**config.mk**
```make
export PLATFORM = sky130hd
export DESIGN_NAME = sto_cell
export DESIGN_NICKNAME = d
export VERILOG_FILES = /design/src/hdl/sto_pkg.sv /design/src/hdl/sto_cell.sv
export SDC_FILE = /design/constraint.sdc
export NUM_CORES = 1
export LEC_CHECK = 0
export BUFFER_PORTS_ARGS = -buffer_cell sky130_fd_sc_hd__buf_4
export CORE_AREA = 4 4 120 122
export CTS_CLUSTER_SIZE = 20
export DETAILED_ROUTE_END_ITERATION = 8
export DIE_AREA = 0 0 124 126
export GPL_TIMING_DRIVEN = 0
export PLACE_DENSITY_LB_ADDON = 0.3
export SLEW_MARGIN = 20
export SYNTH_ARGS = -nofsm -noshare
export SYNTH_HDL_FRONTEND = slang
export SYNTH_SLANG_ARGS = --single-unit
```
**constraint.sdc**
```tcl
create_clock -name i_clk -period 4 [get_ports i_clk]
set_clock_uncertainty 0.2 [all_clocks]
set_input_delay 0 -clock i_clk [delete_from_list [all_inputs] [get_ports i_clk]]
set_output_delay 0 -clock i_clk [all_outputs]
set_load 0.005 [all_outputs]
```
**src/hdl/sto_pkg.sv**
```systemverilog
// ----------------------------------------------------------------------------
// sto_pkg : shared types and constants for the sorted timeout queue
// Word formats, opcodes, event kinds and the cell entry and control types.
// ----------------------------------------------------------------------------
package sto_pkg;

    localparam int QUEUE_DEPTH_DEF = 16;
    localparam int HANDLE_BITS     = 8;   // stored handle bits, at most 8

    // opcodes
    localparam logic [2:0] OP_DELAY     = 3'd0;
    localparam logic [2:0] OP_ARM       = 3'd1;
    localparam logic [2:0] OP_REM_TASK  = 3'd2;
    localparam logic [2:0] OP_REM_TIMER = 3'd3;
    localparam logic [2:0] OP_CHECK     = 3'd4;

    // event kinds
    localparam logic [2:0] EV_DONE  = 3'd0;
    localparam logic [2:0] EV_TASK  = 3'd1;
    localparam logic [2:0] EV_TIMER = 3'd2;
    localparam logic [2:0] EV_FULL  = 3'd3;
    localparam logic [2:0] EV_NONE  = 3'd4;

    typedef struct packed {
        logic [2:0]  opcode;
        logic [7:0]  handle;
        logic [31:0] duration;
        logic [31:0] period;
        logic        auto_reload;
        logic [31:0] now_tick;
    } t_in_word;

    typedef struct packed {
        logic [2:0]  event_kind;
        logic [7:0]  event_handle;
        logic [31:0] earliest_expiry;
        logic        last_result;
    } t_out_word;

    typedef struct packed {
        logic                   valid;
        logic                   is_timer;
        logic [HANDLE_BITS-1:0] handle;
        logic [31:0]            expiry;
        logic [31:0]            period;
        logic                   reload;
    } t_entry;

    typedef enum logic [1:0] {
        CMD_HOLD,
        CMD_INS,
        CMD_REM
    } t_cell_cmd;

    typedef struct packed {
        t_cell_cmd              cmd;
        t_entry                 ins;        // word to insert, valid set
        logic                   rm_timer;   // kind to match on removal
        logic [HANDLE_BITS-1:0] rm_handle;  // handle to match on removal
    } t_cell_ctl;

endpackage

```
**src/hdl/sto_cell.sv**
```systemverilog
// ----------------------------------------------------------------------------
// sto_cell : one slot of the sorted timeout chain
// Holds one entry; on insert shifts towards the tail, on removal shifts
// towards the head, as decided by the local compare and the hit chain.
// ----------------------------------------------------------------------------
module sto_cell
    import sto_pkg::*;
(
    input  logic      i_clk,
    input  logic      i_rst_n,
    input  t_cell_ctl i_ctl,
    input  t_entry    i_prev,      // entry of the cell nearer the head
    input  logic      i_prev_gt,   // nearer cell is past the insert point
    input  logic      i_prev_hit,  // removal point is at or before nearer cell
    input  t_entry    i_next,      // entry of the cell nearer the tail
    output t_entry    o_entry,
    output logic      o_gt,
    output logic      o_hit
);

    t_entry r_entry;
    t_entry n_entry;
    logic   w_match;

    assign o_entry = r_entry;

    always_comb begin
        o_gt    = !r_entry.valid || (r_entry.expiry > i_ctl.ins.expiry);
        w_match = r_entry.valid && (r_entry.is_timer == i_ctl.rm_timer)
                  && (r_entry.handle == i_ctl.rm_handle);
        o_hit   = i_prev_hit || w_match;
        n_entry = r_entry;
        case (i_ctl.cmd)
            CMD_INS: begin
                if (i_prev_gt) begin
                    n_entry = i_prev;
                end else if (o_gt) begin
                    n_entry = i_ctl.ins;
                end
            end
            CMD_REM: begin
                if (o_hit) begin
                    n_entry = i_next;
                end
            end
            default: begin
                n_entry = r_entry;
            end
        endcase
        // valid is control, the rest is payload
        if (!i_rst_n) begin
            n_entry.valid = 1'b0;
        end
    end

    always_ff @(posedge i_clk) begin
        r_entry <= n_entry;
    end

endmodule

```
# After elaboration in Yosys (flattened, before gate mapping)
# Index checks and enable logic that the tools add are counted.
[totals] register_bits=75 in_bits=240 wordCells=24
[op_classes] magnitude_cmp=1 eq_ne=6 mux=4 reduce_logical=7
[ops] cell="$mux W75" n=3
[ops] cell="$pmux W75 S2" n=1
[ops] cell="$gt A32 B32 Y1" n=1
[ops] cell="$eq A8 B8 Y1" n=1
[ops] cell="$ne A3 B3 Y1 const B" n=1
[ops] cell="$reduce_and A3 Y1" n=1
[ops] cell="$eq A2 B1 Y1 const B" n=1
[ops] cell="$eq A2 B2 Y1 const B" n=1
[ops] cell="$logic_and A1 B1 Y1" n=2
[ops] cell="$logic_or A1 B1 Y1" n=2
[ops] cell="$ne A2 B2 Y1 const B" n=1
[ops] cell="$reduce_bool A2 Y1" n=1
[ops] cell="$eq A1 B1 Y1" n=1
[ops] cell="$logic_not A1 Y1" n=1

# Logic depth before layout (Yosys ltp)
[depth] depth_word=6 depth_mapped=9 depth_no_buf=9

# Worst setup path after synthesis
# OpenSTA, ideal clock, no wires.
[synth_timing] kind="flip-flop to flip-flop" from="register r_entry (netlist bit o_entry[63])" to="register r_entry (netlist bit o_entry[0]), enable pin" setup_ns=0.762 arrival_time_ns=3.173 required_ns=3.038 path_slack_ns=-0.134 path_stages_with_launch=9 period_less_slack_ns=4.134 path_cell_list="edfxtp_1 > ha_1 > nand4_2 > nor4_4 > and4_1 > a32oi_1 > or3_1 > nand3_1 > nand2b_1"
[synth_via] elab_chain_cells=4
[synth_lines] item="from (decl)" line="sto_cell.sv:21" source="t_entry r_entry;"
[synth_lines] item="from (signal assigned)" line="sto_cell.sv:57" source="r_entry <= n_entry;"
[synth_lines] item="$gt A32 B32 Y1" line="sto_cell.sv:28" source="o_gt = !r_entry.valid || (r_entry.expiry > i_ctl.ins.expiry);"
[synth_lines] item="$logic_or A1 B1 Y1" line="sto_cell.sv:28"
[synth_lines] item="$ne A3 B3 Y1 (no source line)"
[synth_lines] item="$reduce_and A3 Y1 (no source line)"
# No other way between the ends.
# A chain may end at the register's enable or synchronous reset.

# Worst setup path in the final report
[layout_timing] from="register r_entry (netlist bit o_entry[59])" to="register r_entry (netlist bit o_entry[28]), enable pin"
# Same word-level chain as after synthesis.

==> results by group <==
Synthesis
  – Area contributors post-synth: edfxtp_1 46%, mux2i_1 15%, ha_1 8.4%, nand2_1 6.7%, o21ai_0 5.5%
  – Asr flop ratio synth: 0
  – Share of the synthesized area in the top cell type: 0.464
  – Post-synth top flop: edfxtp_1
  – Syn Nets: 738
  – Mean post-synth cell area: 10.3 um^2
  – Mapped Cells: 466
  – Synth Warn #: 0
  – EDFF count, synth: 74
  – FF+latch count, synth: 75
  – Post-synth top area cell: edfxtp_1
  – Mapped cell area: 4790 um^2
  – Count of cell types in the netlist: 42
  – Sequential area share after synthesis: 0.468

Worst setup path
  – Flop-to-flop setup slack: 0.69 ns
  – R2R depth: 9
  – Max stage delay on crit path: 0.41 ns
  – Worst path depth: 9
  – FF-to-FF End: o_entry[28]$_DFFE_PP_
  – Crit-path leading delay family: simple AND/OR/NAND/NOR gates
  – Crit start category: register
  – Crit-path cells: ha_1 > nand4_1 > nor4_4 > and4_1 > a32oi_1 > or3_1 > nand3_1 > nand2b_4 > buf_12
  – CP max FO: 39
  – R2r startpoint: o_entry[59]$_DFFE_PP_
  – Setup CP Type: reg2reg
  – Worst EP required: 3.86 ns
  – Worst path slowest cell: edfxtp_1
  – Crit path DAT: 3.17 ns
  – Setup crit end kind: register
  – WP buf/inv: 1

GRT
  – GR Overflow Total: 0
  – First-pass GRT wire length: 29500 um
  – Vias in the first global route: 6085
  – Largest net degree at the start of global routing: 40
  – Initial antenna violation count: 0
  – GRT Overall Usage: 0.240

Clock network
  – Setup bufs post-CTS: 0
  – CTS resizes: 0
  – Clock transition at path regs: 0.06 ns
  – Skew-Pair Late Insertion Delay: 0.33 ns
  – CTS tree: built
  – Hold Buf Count CTS: 151
  – CTS root buffer: clkbuf_16
  – CTS H-tree lvls: 3
  – Sinks on Clock Net: 75
  – CTS buffer count: 9
  – Clk buf depth: 2

Floorplanning
  – Die width: 124 um
  – Die area: 15600 um^2
  – Core area: 13200 um^2
  – I/O pin cnt: 317
  – Initial Util: 0.363
  – Die Ht: 126 um
  – Row cnt: 42

Min path
  – Hold Path Depth: 3
  – Hold Path Class: in2out
  – Worst hold path endpoint: o_hit
  – HP Start: i_prev_hit

Flow run
  – Maxcap violations: 0

Detailed routing
  – DRC violations left: 0
  – DR iter-0 viols: 273
  – Final WL: 19400 um
  – Vias per cell: 4.90
  – Drt wl/cell: 17.3 um
  – Routed vias: 5502
  – ANT nets after route: 0
  – Drt pass-1 iters: 5

Layout
  – Most frequent cells in the layout: 316 x buf_4, 151 x dlygate4sd3_1, 85 x nand2_1, 74 x mux2i_1, 74 x edfxtp_1
  – ANT cells: 0
  – Nets: 1216
  – Max FFs per register: 75
  – Area Growth Syn to Fin: 92.5%
  – Non-Filler Instances: 1124
  – Share of cells above drive strength 1: 0.364
  – Most common cell after layout, fill and taps aside: buf_4

Power and ir drop
  – Power per standard cell area: 280 nW/um^2
  – Switching share of power: 0.244
  – Highest ir drop seen on vdd: 221 uV
  – Power share of the clock group: 0.326
  – Cell internal pwr: 1.95 mW
  – Comb pwr share: 0.294
  – Overall power: 2.58 mW
  – Sequential share of power: 0.379
  – Psw: 0.630 mW
  – Leakage power: 4.34 nW

Place
  – Placed cell count: 958
  – DP Wirelength: 13700 um
  – Routability cong.: 0.818
  – I/O Buffers: 315

Outcome
  – Status: finished clean

Timing
  – Max-slew violations: 0
  – Slew headroom: 0.424
  – Final worst-path cycle share: 0.827
  – Minimum clock period: 3.31 ns
  – Total negative slack: 0 ns
  – Slew of the pin with the lowest slew margin: 0.864 ns
  – FMAX: 0.302 GHz
  – Final-report hold violation count: 0
  – # setup viols final: 0
  – RSZ-0062 raised after global routing: false
## how the worst max path moves through the flow
stage                          startpoint               endpoint
floorplan           o_entry[63]$_DFFE_PP_   o_entry[0]$_DFFE_PP_
global placement    o_entry[63]$_DFFE_PP_   o_entry[1]$_DFFE_PP_
detailed placement  o_entry[56]$_DFFE_PP_   o_entry[1]$_DFFE_PP_
CTS                 o_entry[56]$_DFFE_PP_  o_entry[25]$_DFFE_PP_
global route        o_entry[63]$_DFFE_PP_  o_entry[21]$_DFFE_PP_
finish              o_entry[59]$_DFFE_PP_  o_entry[28]$_DFFE_PP_
## power by group through the flow
stage | registers [mW] | logic [mW] | clock network, mW
after detailed placement | 0.995 | 0.582 | 0
after global routing | 0.985 | 0.827 | 0.898
after floorplan | 0.997 | 0.221 | 0
final | 0.980 | 0.760 | 0.843
after global placement | 0.996 | 0.565 | 0
after CTS | 0.979 | 0.745 | 0.857
## worst register-to-register path, delay by kind of cell, from the launching register on
family          cells  cell delay, ns
compound gates      1            0.07
fa+ha+maj           1            0.33
buf+inv             1            0.32
simple gates        6            1.68
flops               1            0.41
## routing by layer
layer | wire, um | vias up | global-route usage
li1 | - | 2640 | -
met1 | 6900 | 2515 | 0.261
met2 | 10000 | 287 | 0.431
met3 | 1730 | 60 | 0.0623
met4 | 772 | 0 | 0.110
met5 | 0 | - | 0
## cell type report
class / count / area [um^2]
Fill cell: 943 / 3970
Tap cell: 176 / 220
Clock inverter: 6 / 81.3
Multi-Input combinational cell: 331 / 2310
Clock buffer: 9 / 225
Timing Repair Buffer: 467 / 3900
Sequential cell: 75 / 2240
Inverter: 35 / 131
Buffer: 25 / 111
## logic make-up (layout without fill, tap and decap cells)
family | after synthesis | after routing | synth area share
AO/OA/AOI/OAI | 102 | 102 | 0.117
AND/OR/NAND/NOR | 113 | 113 | 0.108
XOR/XNOR | 9 | 9 | 0.0165
buffers and inverters | 60 | 542 | 0.0507
adder cells (fa/ha/maj) | 32 | 32 | 0.0836
flip-flops | 75 | 75 | 0.468
multiplexers | 75 | 75 | 0.157
## through the flow
stage	utilization	cell area [um^2]	setup WS (ns)	hold slack [ns]
after floorplan	-	4790	0.620	-0.107
after global placement	0.559	7380	0.0460	0.0483
after detailed placement	0.561	7400	0.694	0.0672
after CTS	0.699	9220	0.677	0.144
after global routing	0.699	9220	0.500	0.176
final	0.699	9220	0.691	0.163
## cells in the mapped netlist (2+ instances only)
master     n
nand4_1    6
nor2b_1    2
edfxtp_1  74
nor4_1     2
xor2_1     8
a21oi_1   12
a221oi_1   2
o21ai_0   53
ha_1      32
inv_1     35
mux2i_1   74
buf_2      5
o21a_1     2
o21ai_1   25
or3_1      2
nand3_1    5
clkbuf_1  18
nand2_1   85
Power figures use the tool's default switching activity.
